<file path="src/design/unix_seconds_to_calendar_defines.svh">
// Assertion macros used by the calendar converter controller.
`ifndef UNIX_SECONDS_TO_CALENDAR_DEFINES_SVH
`define UNIX_SECONDS_TO_CALENDAR_DEFINES_SVH

`ifndef SYNTHESIS

// Same-cycle implication, checked on every rising edge outside reset.
`define USTC_ASSERT_IMP(label, ante, cons, msg) \
  label: assert property (@(posedge clk) disable iff (!rst_n) (ante) |-> (cons)) \
    else $error(msg);

// Next-cycle implication, checked on every rising edge outside reset.
`define USTC_ASSERT_NEXT(label, ante, cons, msg) \
  label: assert property (@(posedge clk) disable iff (!rst_n) (ante) |=> (cons)) \
    else $error(msg);

`else

`define USTC_ASSERT_IMP(label, ante, cons, msg)
`define USTC_ASSERT_NEXT(label, ante, cons, msg)

`endif

`endif

</file>
<file path="src/design/ustc_pkg.sv">
// Types, codes, constants and helper functions for the calendar converter.
package ustc_pkg;

  // Datapath operation codes issued by the controller.
  localparam logic [2:0] OP_NONE   = 3'd0;
  localparam logic [2:0] OP_LOAD   = 3'd1;
  localparam logic [2:0] OP_STEP   = 3'd2;
  localparam logic [2:0] OP_NEXT   = 3'd3;
  localparam logic [2:0] OP_YEAR   = 3'd4;
  localparam logic [2:0] OP_MONTH  = 3'd5;
  localparam logic [2:0] OP_FINISH = 3'd6;

  // Division phases, one per constant divisor.
  localparam logic [1:0] PH_DAY  = 2'd0;
  localparam logic [1:0] PH_WDAY = 2'd1;
  localparam logic [1:0] PH_HOUR = 2'd2;
  localparam logic [1:0] PH_MIN  = 2'd3;

  // Divisors, all below 2**17.
  localparam logic [16:0] DIV_DAY  = 17'd86400;
  localparam logic [16:0] DIV_WDAY = 17'd7;
  localparam logic [16:0] DIV_HOUR = 17'd3600;
  localparam logic [16:0] DIV_MIN  = 17'd60;

  // Truncated reciprocals. Each dividend stays below the matching power of two,
  // so the estimated quotient is either exact or one short.
  localparam logic [15:0] RCP_DAY  = 16'd49710;  // floor(2**32 / 86400)
  localparam logic [15:0] RCP_WDAY = 16'd9362;   // floor(2**16 / 7)
  localparam logic [15:0] RCP_HOUR = 16'd36;     // floor(2**17 / 3600)
  localparam logic [15:0] RCP_MIN  = 16'd68;     // floor(2**12 / 60)

  // Steps each division runs before its correction: the first forms the
  // reciprocal product, the second the quotient and remainder estimates.
  localparam logic [5:0] STEPS_DAY  = 6'd2;
  localparam logic [5:0] STEPS_WDAY = 6'd2;
  localparam logic [5:0] STEPS_HOUR = 6'd2;
  localparam logic [5:0] STEPS_MIN  = 6'd2;

  // Calendar constants.
  localparam logic [7:0]  EPOCH_YEAR_OFS = 8'd70;   // 1970 - 1900
  localparam logic [7:0]  YEAR_2100_OFS  = 8'd200;  // 2100 - 1900
  localparam logic [15:0] EPOCH_WDAY_OFS = 16'd4;   // 1970-01-01 was a Thursday
  localparam logic [3:0]  LAST_MONTH     = 4'd11;

  // Controller to datapath command.
  typedef struct packed {
    logic [2:0] op;
    logic [1:0] phase;
  } ustc_cmd_t;

  // Datapath to controller status.
  typedef struct packed {
    logic year_more;
    logic month_more;
  } ustc_sts_t;

  // Leap rule over the reachable years 1970 to 2106: the only century years
  // in that span are 2000, which is divisible by 400, and 2100, which is not.
  function automatic logic is_leap(input logic [7:0] yofs);
    logic leap;
    leap = (yofs[1:0] == 2'd0) && (yofs != YEAR_2100_OFS);
    return leap;
  endfunction

  // Days in a month, February lengthened in a leap year.
  function automatic logic [4:0] month_len(input logic [3:0] m0, input logic leap);
    logic [4:0] len;
    case (m0)
      4'd1:    len = leap ? 5'd29 : 5'd28;
      4'd3:    len = 5'd30;
      4'd5:    len = 5'd30;
      4'd8:    len = 5'd30;
      4'd10:   len = 5'd30;
      default: len = 5'd31;
    endcase
    return len;
  endfunction

endpackage

</file>
<file path="src/design/ustc_if.sv">
// Valid/ready channel interfaces for the timestamp input and the calendar result.
interface ustc_in_if;
  logic        valid;
  logic        ready;
  logic [31:0] unix_seconds;

  modport source (output valid, output unix_seconds, input ready);
  modport sink   (input valid, input unix_seconds, output ready);
endinterface

interface ustc_out_if;
  logic       valid;
  logic       ready;
  logic [5:0] second;
  logic [5:0] minute;
  logic [4:0] hour;
  logic [4:0] day_of_month;
  logic [3:0] month_index;
  logic [7:0] years_since_1900;
  logic [2:0] weekday;

  modport source (output valid, output second, output minute, output hour,
                  output day_of_month, output month_index, output years_since_1900,
                  output weekday, input ready);
  modport sink   (input valid, input second, input minute, input hour,
                  input day_of_month, input month_index, input years_since_1900,
                  input weekday, output ready);
endinterface

</file>
<file path="src/design/ustc_dp.sv">
// Datapath: reciprocal dividers, year and month peeling, result register.
module ustc_dp (
  input  logic               clk,
  input  logic [31:0]        unix_seconds,
  input  logic               hour_mode,
  input  ustc_pkg::ustc_cmd_t cmd,
  output ustc_pkg::ustc_sts_t sts,
  output logic [5:0]         second,
  output logic [5:0]         minute,
  output logic [4:0]         hour,
  output logic [4:0]         day_of_month,
  output logic [3:0]         month_index,
  output logic [7:0]         years_since_1900,
  output logic [2:0]         weekday
);

  logic [31:0] num_r, num_nxt;
  logic [47:0] prod_r, prod_nxt;
  logic [15:0] quo_r, quo_nxt;
  logic [17:0] rem_r, rem_nxt;
  logic [15:0] days_r, days_nxt;
  logic [16:0] secs_r, secs_nxt;
  logic [7:0]  year_r, year_nxt;
  logic [3:0]  month_r, month_nxt;
  logic [4:0]  hour_r, hour_nxt;
  logic [5:0]  minute_r, minute_nxt;
  logic [5:0]  second_r, second_nxt;
  logic [2:0]  wday_r, wday_nxt;

  logic [5:0]  out_second_r, out_second_nxt;
  logic [5:0]  out_minute_r, out_minute_nxt;
  logic [4:0]  out_hour_r, out_hour_nxt;
  logic [4:0]  out_mday_r, out_mday_nxt;
  logic [3:0]  out_month_r, out_month_nxt;
  logic [7:0]  out_year_r, out_year_nxt;
  logic [2:0]  out_wday_r, out_wday_nxt;

  logic [16:0] divisor;
  logic [15:0] recip;
  logic [15:0] quo_est;
  logic [31:0] back_prod;
  logic [31:0] rem_est;
  logic        ge;
  logic [15:0] quo_fix;
  logic [17:0] rem_fix;
  logic        leap;
  logic [8:0]  ylen;
  logic [4:0]  mlen;
  logic [4:0]  hour_shown;

  // Divisor, reciprocal and product scaling for the phase in progress.
  always_comb begin
    case (cmd.phase)
      ustc_pkg::PH_DAY: begin
        divisor = ustc_pkg::DIV_DAY;
        recip   = ustc_pkg::RCP_DAY;
        quo_est = prod_r[47:32];
      end
      ustc_pkg::PH_WDAY: begin
        divisor = ustc_pkg::DIV_WDAY;
        recip   = ustc_pkg::RCP_WDAY;
        quo_est = prod_r[31:16];
      end
      ustc_pkg::PH_HOUR: begin
        divisor = ustc_pkg::DIV_HOUR;
        recip   = ustc_pkg::RCP_HOUR;
        quo_est = prod_r[32:17];
      end
      default: begin
        divisor = ustc_pkg::DIV_MIN;
        recip   = ustc_pkg::RCP_MIN;
        quo_est = prod_r[27:12];
      end
    endcase
  end

  // The estimate is never above the true quotient, so the remainder estimate
  // lies below twice the divisor and one compare and subtract finishes it.
  assign back_prod = {16'd0, quo_est} * {15'd0, divisor};
  assign rem_est   = num_r - back_prod;
  assign ge        = rem_r >= {1'b0, divisor};
  assign quo_fix   = quo_r + {15'd0, ge};
  assign rem_fix   = ge ? (rem_r - {1'b0, divisor}) : rem_r;

  // Lengths of the current year and month.
  assign leap = ustc_pkg::is_leap(year_r);
  assign ylen = leap ? 9'd366 : 9'd365;
  assign mlen = ustc_pkg::month_len(month_r, leap);

  assign sts.year_more  = days_r >= {7'd0, ylen};
  assign sts.month_more = (month_r < ustc_pkg::LAST_MONTH) && (days_r >= {11'd0, mlen});

  // Twelve-hour mapping: midnight shows as 12, afternoon hours drop by 12.
  always_comb begin
    hour_shown = hour_r;
    if (!hour_mode) begin
      if (hour_r == 5'd0) begin
        hour_shown = 5'd12;
      end else if (hour_r > 5'd12) begin
        hour_shown = hour_r - 5'd12;
      end
    end
  end

  // Next-state logic of the working registers.
  always_comb begin
    num_nxt    = num_r;
    prod_nxt   = prod_r;
    quo_nxt    = quo_r;
    rem_nxt    = rem_r;
    days_nxt   = days_r;
    secs_nxt   = secs_r;
    year_nxt   = year_r;
    month_nxt  = month_r;
    hour_nxt   = hour_r;
    minute_nxt = minute_r;
    second_nxt = second_r;
    wday_nxt   = wday_r;
    case (cmd.op)
      ustc_pkg::OP_LOAD: begin
        num_nxt   = unix_seconds;
        year_nxt  = ustc_pkg::EPOCH_YEAR_OFS;
        month_nxt = 4'd0;
      end
      ustc_pkg::OP_STEP: begin
        // Product and estimates form a two-stage pipeline over a steady dividend.
        prod_nxt = {16'd0, num_r} * {32'd0, recip};
        quo_nxt  = quo_est;
        rem_nxt  = rem_est[17:0];
      end
      ustc_pkg::OP_NEXT: begin
        case (cmd.phase)
          ustc_pkg::PH_DAY: begin
            // Day count and seconds of the day; weekday counts from a Thursday.
            days_nxt = quo_fix;
            secs_nxt = rem_fix[16:0];
            num_nxt  = {16'd0, quo_fix + ustc_pkg::EPOCH_WDAY_OFS};
          end
          ustc_pkg::PH_WDAY: begin
            wday_nxt = rem_fix[2:0];
            num_nxt  = {15'd0, secs_r};
          end
          ustc_pkg::PH_HOUR: begin
            hour_nxt = quo_fix[4:0];
            num_nxt  = {20'd0, rem_fix[11:0]};
          end
          default: begin
            minute_nxt = quo_fix[5:0];
            second_nxt = rem_fix[5:0];
          end
        endcase
      end
      ustc_pkg::OP_YEAR: begin
        days_nxt = days_r - {7'd0, ylen};
        year_nxt = year_r + 8'd1;
      end
      ustc_pkg::OP_MONTH: begin
        days_nxt  = days_r - {11'd0, mlen};
        month_nxt = month_r + 4'd1;
      end
      default: begin
      end
    endcase
  end

  // Result register, loaded when the item is complete.
  always_comb begin
    out_second_nxt = out_second_r;
    out_minute_nxt = out_minute_r;
    out_hour_nxt   = out_hour_r;
    out_mday_nxt   = out_mday_r;
    out_month_nxt  = out_month_r;
    out_year_nxt   = out_year_r;
    out_wday_nxt   = out_wday_r;
    if (cmd.op == ustc_pkg::OP_FINISH) begin
      out_second_nxt = second_r;
      out_minute_nxt = minute_r;
      out_hour_nxt   = hour_shown;
      out_mday_nxt   = days_r[4:0] + 5'd1;
      out_month_nxt  = month_r;
      out_year_nxt   = year_r;
      out_wday_nxt   = wday_r;
    end
  end

  always_ff @(posedge clk) begin
    num_r        <= num_nxt;
    prod_r       <= prod_nxt;
    quo_r        <= quo_nxt;
    rem_r        <= rem_nxt;
    days_r       <= days_nxt;
    secs_r       <= secs_nxt;
    year_r       <= year_nxt;
    month_r      <= month_nxt;
    hour_r       <= hour_nxt;
    minute_r     <= minute_nxt;
    second_r     <= second_nxt;
    wday_r       <= wday_nxt;
    out_second_r <= out_second_nxt;
    out_minute_r <= out_minute_nxt;
    out_hour_r   <= out_hour_nxt;
    out_mday_r   <= out_mday_nxt;
    out_month_r  <= out_month_nxt;
    out_year_r   <= out_year_nxt;
    out_wday_r   <= out_wday_nxt;
  end

  assign second           = out_second_r;
  assign minute           = out_minute_r;
  assign hour             = out_hour_r;
  assign day_of_month     = out_mday_r;
  assign month_index      = out_month_r;
  assign years_since_1900 = out_year_r;
  assign weekday          = out_wday_r;

endmodule

</file>
<file path="src/design/ustc_ctrl.sv">
// Controller: sequences divisions, year and month peeling, and the result handshake.
`include "unix_seconds_to_calendar_defines.svh"

module ustc_ctrl (
  input  logic                clk,
  input  logic                rst_n,
  input  logic                in_valid,
  output logic                in_ready,
  output logic                out_valid,
  input  logic                out_ready,
  input  ustc_pkg::ustc_sts_t sts,
  output ustc_pkg::ustc_cmd_t cmd
);

  localparam logic [2:0] S_IDLE     = 3'd0;
  localparam logic [2:0] S_DIV_DAY  = 3'd1;
  localparam logic [2:0] S_DIV_WDAY = 3'd2;
  localparam logic [2:0] S_DIV_HOUR = 3'd3;
  localparam logic [2:0] S_DIV_MIN  = 3'd4;
  localparam logic [2:0] S_YEAR     = 3'd5;
  localparam logic [2:0] S_MONTH    = 3'd6;

  logic [2:0] state_r, state_nxt;
  logic [5:0] cnt_r, cnt_nxt;
  logic       out_valid_r, out_valid_nxt;
  logic       out_free;

  // The result register can take a new item when empty or being emptied.
  assign out_free = !out_valid_r || out_ready;
  assign in_ready = (state_r == S_IDLE);

  // Sequencer: divisions run their step counts and store; then year, month, finish.
  always_comb begin
    state_nxt = state_r;
    cnt_nxt   = cnt_r;
    cmd.op    = ustc_pkg::OP_NONE;
    cmd.phase = ustc_pkg::PH_DAY;
    case (state_r)
      S_IDLE: begin
        if (in_valid) begin
          cmd.op    = ustc_pkg::OP_LOAD;
          state_nxt = S_DIV_DAY;
          cnt_nxt   = ustc_pkg::STEPS_DAY;
        end
      end
      S_DIV_DAY: begin
        cmd.phase = ustc_pkg::PH_DAY;
        if (cnt_r != 6'd0) begin
          cmd.op  = ustc_pkg::OP_STEP;
          cnt_nxt = cnt_r - 6'd1;
        end else begin
          cmd.op    = ustc_pkg::OP_NEXT;
          state_nxt = S_DIV_WDAY;
          cnt_nxt   = ustc_pkg::STEPS_WDAY;
        end
      end
      S_DIV_WDAY: begin
        cmd.phase = ustc_pkg::PH_WDAY;
        if (cnt_r != 6'd0) begin
          cmd.op  = ustc_pkg::OP_STEP;
          cnt_nxt = cnt_r - 6'd1;
        end else begin
          cmd.op    = ustc_pkg::OP_NEXT;
          state_nxt = S_DIV_HOUR;
          cnt_nxt   = ustc_pkg::STEPS_HOUR;
        end
      end
      S_DIV_HOUR: begin
        cmd.phase = ustc_pkg::PH_HOUR;
        if (cnt_r != 6'd0) begin
          cmd.op  = ustc_pkg::OP_STEP;
          cnt_nxt = cnt_r - 6'd1;
        end else begin
          cmd.op    = ustc_pkg::OP_NEXT;
          state_nxt = S_DIV_MIN;
          cnt_nxt   = ustc_pkg::STEPS_MIN;
        end
      end
      S_DIV_MIN: begin
        cmd.phase = ustc_pkg::PH_MIN;
        if (cnt_r != 6'd0) begin
          cmd.op  = ustc_pkg::OP_STEP;
          cnt_nxt = cnt_r - 6'd1;
        end else begin
          cmd.op    = ustc_pkg::OP_NEXT;
          state_nxt = S_YEAR;
        end
      end
      S_YEAR: begin
        if (sts.year_more) begin
          cmd.op = ustc_pkg::OP_YEAR;
        end else begin
          state_nxt = S_MONTH;
        end
      end
      S_MONTH: begin
        if (sts.month_more) begin
          cmd.op = ustc_pkg::OP_MONTH;
        end else if (out_free) begin
          cmd.op    = ustc_pkg::OP_FINISH;
          state_nxt = S_IDLE;
        end
      end
      default: begin
        state_nxt = S_IDLE;
      end
    endcase
  end

  // Result valid flag: set on completion, cleared when the item is taken.
  always_comb begin
    out_valid_nxt = out_valid_r;
    if (cmd.op == ustc_pkg::OP_FINISH) begin
      out_valid_nxt = 1'b1;
    end else if (out_valid_r && out_ready) begin
      out_valid_nxt = 1'b0;
    end
  end

  always_ff @(posedge clk) begin
    if (!rst_n) begin
      state_r     <= S_IDLE;
      cnt_r       <= 6'd0;
      out_valid_r <= 1'b0;
    end else begin
      state_r     <= state_nxt;
      cnt_r       <= cnt_nxt;
      out_valid_r <= out_valid_nxt;
    end
  end

  assign out_valid = out_valid_r;

  // A finished item never overwrites a result that is still waiting.
  `USTC_ASSERT_IMP(a_finish_room, cmd.op == ustc_pkg::OP_FINISH, out_free, "result overwritten")
  // A finished item is offered in the following cycle.
  `USTC_ASSERT_NEXT(a_finish_valid, cmd.op == ustc_pkg::OP_FINISH, out_valid_r, "result not offered")
  // An accepted item starts the day division with a full step count.
  `USTC_ASSERT_NEXT(a_start, in_valid && in_ready, (state_r == S_DIV_DAY) && (cnt_r == ustc_pkg::STEPS_DAY), "bad start")
  // The last division hands over to the year loop.
  `USTC_ASSERT_NEXT(a_to_year, (state_r == S_DIV_MIN) && (cnt_r == 6'd0), state_r == S_YEAR, "year loop skipped")

endmodule

</file>
<file path="src/design/unix_seconds_to_calendar.sv">
// Top level of the Unix seconds to calendar converter.
// Converts a 32-bit unsigned count of seconds since 1970-01-01 00:00:00 into
// second, minute, hour, day of month, month (0 is January), years since 1900
// and weekday (0 is Sunday). One item is worked on at a time. Each of the four
// divisions (by 86400, 7, 3600 and 60) runs a reciprocal product, a quotient
// and remainder estimate, and a one-step correction. Then the elapsed years
// (up to 136, ending in 2106) and months (up to 11) are peeled off one by one.
// The year loop dominates the time to a result, and completion waits while an
// earlier result is still unread. The input is ready again as soon as the
// result is in the output register, so the next item may start while the
// previous result waits. Register hour_mode at address 0 (reset 1) selects
// 24-hour output; 0 selects 12-hour output, where midnight reads 12 and
// afternoon hours read 1 to 11, with no AM/PM indication. Write it only while
// idle.
module unix_seconds_to_calendar (
  input  logic              clk,
  input  logic              rst_n,
  ustc_in_if.sink           in_ch,
  ustc_out_if.source        out_ch,
  input  logic              cfg_psel,
  input  logic              cfg_penable,
  input  logic              cfg_pwrite,
  input  logic [2:0]        cfg_paddr,
  input  logic [31:0]       cfg_pwdata,
  output logic [31:0]       cfg_prdata,
  output logic              cfg_pready
);

  logic                hour_mode_r, hour_mode_nxt;
  logic                reg_sel;
  ustc_pkg::ustc_cmd_t cmd;
  ustc_pkg::ustc_sts_t sts;

  // Register file: one register, word index taken from the upper address bit.
  assign reg_sel    = (cfg_paddr[2] == 1'b0);
  assign cfg_pready = 1'b1;
  assign cfg_prdata = reg_sel ? {31'd0, hour_mode_r} : 32'd0;

  always_comb begin
    hour_mode_nxt = hour_mode_r;
    if (cfg_psel && cfg_penable && cfg_pwrite && cfg_pready && reg_sel) begin
      hour_mode_nxt = cfg_pwdata[0];
    end
  end

  always_ff @(posedge clk) begin
    if (!rst_n) begin
      hour_mode_r <= 1'b1;
    end else begin
      hour_mode_r <= hour_mode_nxt;
    end
  end

  // Sequencer.
  ustc_ctrl u_ctrl (
    .clk       (clk),
    .rst_n     (rst_n),
    .in_valid  (in_ch.valid),
    .in_ready  (in_ch.ready),
    .out_valid (out_ch.valid),
    .out_ready (out_ch.ready),
    .sts       (sts),
    .cmd       (cmd)
  );

  // Arithmetic and result register.
  ustc_dp u_dp (
    .clk              (clk),
    .unix_seconds     (in_ch.unix_seconds),
    .hour_mode        (hour_mode_r),
    .cmd              (cmd),
    .sts              (sts),
    .second           (out_ch.second),
    .minute           (out_ch.minute),
    .hour             (out_ch.hour),
    .day_of_month     (out_ch.day_of_month),
    .month_index      (out_ch.month_index),
    .years_since_1900 (out_ch.years_since_1900),
    .weekday          (out_ch.weekday)
  );

endmodule

</file>
<file path="src/flat_wrapper.sv">
// flat-port wrapper written by rule: the top's interface ports become plain ports
module unix_seconds_to_calendar_flat 
  (clk, rst_n, cfg_psel, cfg_penable, cfg_pwrite, cfg_paddr, cfg_pwdata, cfg_prdata, cfg_pready, in_ch_valid, in_ch_unix_seconds, in_ch_ready, out_ch_valid, out_ch_second, out_ch_minute, out_ch_hour, out_ch_day_of_month, out_ch_month_index, out_ch_years_since_1900, out_ch_weekday, out_ch_ready);
  ustc_in_if in_ch_i ();
  ustc_out_if out_ch_i ();
  input  logic clk;
  input  logic rst_n;
  input  logic cfg_psel;
  input  logic cfg_penable;
  input  logic cfg_pwrite;
  input  logic [2:0] cfg_paddr;
  input  logic [31:0] cfg_pwdata;
  output logic [31:0] cfg_prdata;
  output logic cfg_pready;
  input wire logic [$bits(in_ch_i.valid)-1:0] in_ch_valid;
  input wire logic [$bits(in_ch_i.unix_seconds)-1:0] in_ch_unix_seconds;
  output wire logic [$bits(in_ch_i.ready)-1:0] in_ch_ready;
  output wire logic [$bits(out_ch_i.valid)-1:0] out_ch_valid;
  output wire logic [$bits(out_ch_i.second)-1:0] out_ch_second;
  output wire logic [$bits(out_ch_i.minute)-1:0] out_ch_minute;
  output wire logic [$bits(out_ch_i.hour)-1:0] out_ch_hour;
  output wire logic [$bits(out_ch_i.day_of_month)-1:0] out_ch_day_of_month;
  output wire logic [$bits(out_ch_i.month_index)-1:0] out_ch_month_index;
  output wire logic [$bits(out_ch_i.years_since_1900)-1:0] out_ch_years_since_1900;
  output wire logic [$bits(out_ch_i.weekday)-1:0] out_ch_weekday;
  input wire logic [$bits(out_ch_i.ready)-1:0] out_ch_ready;
  assign in_ch_i.valid = in_ch_valid;
  assign in_ch_i.unix_seconds = in_ch_unix_seconds;
  assign in_ch_ready = in_ch_i.ready;
  assign out_ch_valid = out_ch_i.valid;
  assign out_ch_second = out_ch_i.second;
  assign out_ch_minute = out_ch_i.minute;
  assign out_ch_hour = out_ch_i.hour;
  assign out_ch_day_of_month = out_ch_i.day_of_month;
  assign out_ch_month_index = out_ch_i.month_index;
  assign out_ch_years_since_1900 = out_ch_i.years_since_1900;
  assign out_ch_weekday = out_ch_i.weekday;
  assign out_ch_i.ready = out_ch_ready;
  unix_seconds_to_calendar u_core (.clk(clk), .rst_n(rst_n), .in_ch(in_ch_i), .out_ch(out_ch_i), .cfg_psel(cfg_psel), .cfg_penable(cfg_penable), .cfg_pwrite(cfg_pwrite), .cfg_paddr(cfg_paddr), .cfg_pwdata(cfg_pwdata), .cfg_prdata(cfg_prdata), .cfg_pready(cfg_pready));
endmodule
</file>
<file path="config.mk">
export PLATFORM = sky130hd
export DESIGN_NAME = unix_seconds_to_calendar_flat
export DESIGN_NICKNAME = d
export VERILOG_FILES = /design/src/design/ustc_pkg.sv /design/src/design/ustc_if.sv /design/src/design/ustc_dp.sv /design/src/design/ustc_ctrl.sv /design/src/design/unix_seconds_to_calendar.sv /design/src/flat_wrapper.sv
export VERILOG_INCLUDE_DIRS = /design/src /design/src/design
export SDC_FILE = /design/constraint.sdc
export NUM_CORES = 1
export LEC_CHECK = 0
export ABC_AREA = 1
export BUFFER_PORTS_ARGS = -buffer_cell sky130_fd_sc_hd__buf_2
export CORE_UTILIZATION = 40
export DETAILED_ROUTE_END_ITERATION = 8
export HOLD_SLACK_MARGIN = 0.08
export PLACE_DENSITY_LB_ADDON = 0.05
export SYNTH_ARGS = -nofsm -noshare
export SYNTH_HDL_FRONTEND = slang
export SYNTH_HIERARCHICAL = 1
export SYNTH_SLANG_ARGS = --single-unit
</file>
<file path="constraint.sdc">
create_clock -name clk -period 18.3 [get_ports clk]
set_clock_uncertainty 0.05 [all_clocks]
set_input_delay 2.745 -clock clk [delete_from_list [all_inputs] [get_ports clk]]
set_output_delay 2.745 -clock clk [all_outputs]
set_load 0.005 [all_outputs]
</file>
==> results of run 1 <==
[per-stage QoR]
step                      setup slack (ns)  instances  area [um^2]
final                                 8.96       4631        32300
after global placement                9.00       4580        31400
after global routing                  8.41       4631        32300
after detailed placement              8.99       4580        31400
after CTS                             8.97       4631        32300
after floorplan                       9.70       3592        30100
[layer usage]
| layer | part of all wire [%] | track usage, % |
|---|---|---|
| met1 | 47 | 34.0 |
| met4 | 2.3 | 5.49 |
| met3 | 4.3 | 2.43 |
| met2 | 47 | 38.3 |
| met5 | 0 | 0 |
[critical path, delay by kind of cell (launching register included)]
| kind | cells | cell delay, ns |
|---|---|---|
| and+or+nand+nor | 9 | 1.03 |
| AOI/OAI and AO/OA | 6 | 1.02 |
| DFF | 1 | 0.44 |
| adders and majority gates | 8 | 4.01 |
| buffers and inverters | 13 | 2.51 |
[synth_stat cells (27+ instances only)]
| master | number |
|---|---|
| a21oi_1 | 133 |
| buf_4 | 37 |
| edfxtp_1 | 204 |
| fa_1 | 384 |
| ha_1 | 327 |
| inv_1 | 964 |
| nand2_1 | 615 |
| nand3_1 | 94 |
| nand4_1 | 39 |
| nor2_1 | 268 |
| o21ai_0 | 94 |
| o21bai_1 | 27 |
| xnor2_1 | 34 |
| xor2_1 | 62 |
[sequential cells by signal (all words and copies together), names as in the netlist, 4 cells and up]
signal and flops:
u_core/u_dp/minute 6, u_core/u_dp/rem_r 18, u_core/u_dp/second_r 6, u_core/u_dp/year_r 8
u_core/u_dp/month_r 4, u_core/u_dp/hour_r 5, u_core/u_dp/hour 5, u_core/u_dp/minute_r 6
u_core/u_dp/month_index 4, u_core/u_dp/days_r 16, u_core/u_dp/quo_r 16, u_core/u_dp/secs_r 17
u_core/u_ctrl/cnt_r 6, u_core/u_dp/num_r 32, u_core/u_dp/day_of_month 5, u_core/u_dp/prod_r 36
u_core/u_dp/years_since_1900 8, u_core/u_dp/second 6
[area by class of cell]
type	count	area share, %
multi-input cells	2313	60.7
repair buffers	102	1.75
well taps	969	3.75
flip-flops and latches	215	19.6
clock buffers	35	2.25
inverters	981	11.4
clock inverters	16	0.530
[path summary, 6_finish.rpt]
| check | end | start | depth (start not counted) | slack, ns |
|---|---|---|---|---|
| setup / recovery | u_core/u_dp/prod_r[43] | u_core/u_ctrl/state_r[2] | 36 | 8.96 |
| hold / removal | u_core/u_dp/minute[4] | u_core/u_dp/minute_r[4] | 0 | 0.37 |
| setup reg to reg | u_core/u_dp/prod_r[43] | u_core/u_ctrl/state_r[2] | 36 | 8.96 |
| hold reg to reg | u_core/u_dp/minute[4] | u_core/u_dp/minute_r[4] | 0 | 0.37 |
[kinds of logic after synthesis]
group	share of synthesized area, %
AND/OR/NAND/NOR	15.6
other	0.0250
buffers and inverters	13.9
AO/OA/AOI/OAI	7.15
adder cells (fa/ha/maj)	39.3
flip-flops	21.2
XOR/XNOR	2.86
==> reports/metrics.cfg, run 1 <==
[detailed_routing]
drc=0
via_count=22871
drt_iter0_drc=1467
vias_per_cell=4.94
drt_wl_total_mm=87.4
first_pass_iters=7
drt-wirelength-per-cell_um=18.9
ant_nets=0

[synth]
synthArstFlopShare_pct=0
ys_seq_elements=215
synth_top_area_share_pct=25.6
syn_area_per_cell_um2=8.42
yosys.area.top_type=fa_1
ys_seq_area_share_pct=21.2
synthTopCellsByArea=fa_1 (26%), edfxtp_1 (20%), ha_1 (14%), inv_1 (12%), nand2_1 (7.7%)
synth_cell_types=60
netlist_area_um2=30000
syn_inst=3562
synth-warning-count=6
synth_ff_type=edfxtp_1
synth-edff-count=204

[floorplanning]
dieArea_um2=76100
core_um2=74300
start_util_pct=40.4
die-height_um=276
pin_count=146
placement_rows=100
die_x_um=276

[place]
dpl.hpwl_mm=73.7
io_buffers=80
gp_congestion=0.907

[timing]
fin_crit_sh_pct=51.0
hold_viol=0
max_freq_ghz=0.107
whs_ns=0.367
tightest_slew_ns=0.999
slew_violations=0
rsz0062_at_grt=no
setup_violations=0
min_period_ns=9.34
setup_tns_ns=0
relSlewSlack_pct=32.8

[cts]
cts_tree=yes
cts_setup_buffers=0
cts_buffers=28
cts_hold_buf=0
clk_pin_slew_ns=0.06
cts_htree_levels=1
cts.sink_count=215
worstSkewPairLatency_ns=0.61
cts_root_buf=clkbuf_16
post_cts_resized=0
ctsLongestPathBuffers=3

[global_route]
grt_antenna_before_repair=0
grt.total_usage_pct=23.7
gr-total-overflow=0
grt_pass1_wl_mm=137
grt_pass1_vias=23513
grt_max_degree=71

[final_layout]
multiInputGateArea_um2=19600
final_cell_mix=inv_1 (963), nand2_1 (615), fa_1 (384)
syn2layout_area_growth_pct=7.78
design.final.nets=4426
layout_commonest_cell=inv_1
layout-drive-gt1-share_pct=6.23
regArea_um2=6350
utilization_pct=43.5
fillers=7614
n_antenna_cell=0

[outcome]
status=complete, no violations

[setup_path]
worst-setup-path-type=flip-flop to flip-flop
cp_common_cell=inv_1
critPathArrivalTime_ns=9.65
cp-start-kind=flip-flop
critPathMaxStageDelay_ns=0.77
cp.required_ns=18.61
cp-end-kind=flip-flop
critical-path-slowest-cell=ha_1
cp_max_fo=27

[hold_path]
hold_class=flip-flop to flip-flop

[job]
maxCapViolCount=0

Power of run 1 is left out: the tool's default activity adds up to more than one toggle a clock period on the data nets, which glitch-free logic cannot reach.
==> run 2: changes to the inputs <==
==> constraint.sdc (replaced) <==
create_clock -name clk -period 8.78 [get_ports clk]
set_clock_uncertainty 0.05 [all_clocks]
set_input_delay 1.317 -clock clk [delete_from_list [all_inputs] [get_ports clk]]
set_output_delay 1.317 -clock clk [all_outputs]
set_load 0.005 [all_outputs]
==> reports/metrics.cfg, run 2 (synthesis gave the netlist of run 1 again) <==
[detailed_routing]
ant_nets=0  ; unchanged
vias_per_cell=4.94  ; about the same
drt_wl_total_mm=86.6  ; was 87.4 mm
via_count=22903  ; was 22871
first_pass_iters=5  ; was 7
drt_iter0_drc=1449  ; was 1467
drc=0  ; unchanged
drt-wirelength-per-cell_um=18.7  ; was 18.9 um

[place]
dp_cells=4582  ; was 4580
gp_congestion=0.912  ; was 0.907
dpl.hpwl_mm=73.8  ; was 73.7 mm
io_buffers=80  ; unchanged

[final_layout]
layout-drive-gt1-share_pct=6.33  ; was 6.23%
largest_register_ffs=36  ; unchanged
max_flop_register=u_core/u_dp/prod_r  ; unchanged
layout_commonest_cell=inv_1  ; unchanged
n_antenna_cell=0  ; unchanged
syn2layout_area_growth_pct=7.97  ; was 7.78%
design.final.nets=4429  ; was 4426
largestRegisters=u_core/u_dp/prod_r x36, u_core/u_dp/num_r x32, u_core/u_dp/rem_r x18  ; unchanged
finalNonFillerCells=4634  ; was 4631
final_cell_mix=inv_1 (964), nand2_1 (615), fa_1 (384)  ; was inv_1 (963), nand2_1 (615), fa_1 (384)

[floorplanning]
core_um2=74300  ; unchanged
pin_count=146  ; unchanged
start_util_pct=40.4  ; unchanged
die-height_um=276  ; unchanged
placement_rows=100  ; unchanged
dieArea_um2=76100  ; unchanged
die_x_um=276  ; unchanged

[global_route]
grt.total_usage_pct=23.4  ; was 23.7%
grt_max_degree=71  ; unchanged
gr-total-overflow=0  ; unchanged
grt_pass1_vias=23533  ; was 23513
grt_pass1_wl_mm=136  ; was 137 mm
grt_antenna_before_repair=0  ; unchanged

[outcome]
status=complete, no violations  ; unchanged

[timing]
slew_violations=0  ; unchanged
min_period_ns=7.99  ; was 9.34 ns
whs_ns=0.354  ; was 0.367 ns
rsz0062_at_grt=no  ; unchanged
relSlewSlack_pct=27.1  ; was 32.8%
tightest_slew_ns=1.08  ; was 0.999 ns
hold_viol=0  ; unchanged
setup_tns_ns=0  ; unchanged
setup_violations=0  ; unchanged
fin_crit_sh_pct=91.0  ; was 51.0%
max_freq_ghz=0.125  ; was 0.107 GHz

[cts]
cts_hold_buf=0  ; unchanged
post_cts_resized=0  ; unchanged
cts_tree=yes  ; unchanged
cts_setup_buffers=0  ; unchanged
cts_htree_levels=1  ; unchanged
cts_buffers=28  ; unchanged
cts_root_buf=clkbuf_16  ; unchanged
ctsLongestPathBuffers=3  ; unchanged
worstSkewPairLatency_ns=0.63  ; was 0.61 ns
cts.sink_count=215  ; unchanged
clk_pin_slew_ns=0.08  ; was 0.06 ns

[setup_path]
cp.required_ns=9.11  ; was 18.61 ns
worst-setup-path-type=flip-flop to flip-flop  ; unchanged
critPathArrivalTime_ns=8.32  ; was 9.65 ns
rr_startpoint=u_core/u_ctrl/state_r[2]  ; unchanged
cp-start-kind=flip-flop  ; unchanged
cp_max_fo=13  ; was 27
critPathLaunch=u_core/u_ctrl/state_r[2]  ; unchanged
timing.rr.end=u_core/u_dp/rem_r[16]  ; was u_core/u_dp/prod_r[43]
reg2reg_slack_ns=0.79  ; was 8.96 ns
cp-end-kind=flip-flop  ; unchanged
endpoint=u_core/u_dp/rem_r[16]  ; was u_core/u_dp/prod_r[43]
r2r_cells=27  ; was 36

[hold_path]
hold_class=flip-flop to flip-flop  ; unchanged

[job]
maxCapViolCount=0  ; unchanged

[run 2: changes by cell type in the layout (fill, tap and decap cells not counted), sizes merged]
cell and delta:
clkbuf -2, buf +3, inv +4, clkinv -3, bufinv +1
[run 2: worst min-delay path by stage]
stage / start / to / slack (ns) / cells past startpoint
2_1_floorplan: u_core/u_dp/minute_r[0] / u_core/u_dp/minute[0] / 0.35 / 0
3_3_place_gp: u_core/u_dp/minute_r[1] / u_core/u_dp/minute[1] / 0.35 / 0
3_5_place_dp: u_core/u_dp/wday_r[2] / u_core/u_dp/weekday[2] / 0.35 / 0
4_1_cts: u_core/u_dp/hour_r[1] / u_core/u_dp/hour[1] / 0.35 / 0
5_1_grt: u_core/u_dp/hour_r[1] / u_core/u_dp/hour[1] / 0.38 / 0
6_report: u_core/u_dp/hour_r[1] / u_core/u_dp/hour[1] / 0.35 / 0
[run 2: final cells by class]
class,instances,area (um^2)
fill,7499,41900
multi-input combinational,2313,19600
sequential,215,6350
inverter,981,3680
tap,969,1210
clock buffer,33,719
timing repair buffer,105,586
clock inverter,18,214
[run 2: stage by stage]
stage / area [um^2] / worst slack [ns] / utilization [%]
3_3_place_gp: 31500 / 0.828 / 42.3
3_5_place_dp: 31500 / 0.748 / 42.3
2_1_floorplan: 30100 / 0.687 / -
6_report: 32400 / 0.786 / 43.6
5_1_grt: 32400 / 0.438 / 43.6
4_1_cts: 32400 / 0.837 / 43.6
[run 2: critical path, cell delays in order (launching register included)]
cell,delay (ns)
dfxtp_1,0.45
inv_2,0.11
nand3_1,0.11
nand2_1,0.23
inv_1,0.23
ha_1,0.53
buf_4,0.33
clkinv_1,0.57
nor2_1,0.57
inv_1,0.11
fa_1,0.50
inv_1,0.06
fa_1,0.44
fa_1,0.55
inv_1,0.05
fa_1,0.50
fa_1,0.49
inv_1,0.05
fa_1,0.47
inv_1,0.04
ha_1,0.35
nand2_1,0.08
nor2_1,0.14
nand2_1,0.07
o21ai_0,0.35
a21o_1,0.17
a21oi_1,0.06
xor2_1,0.15
[run 2: per-layer routing]
metal  vias to the layer above  GRT usage, %  wire, um  share of wire (%)
li1                      11015             -         -                  -
met1                     11286          33.7     40600                 47
met3                        85          2.28      3810                4.4
met4                         0          5.08      1800                2.1
met2                       517          38.0     40400                 47
met5                         -             0         0                  0
Power of run 2 is left out for the same reason.
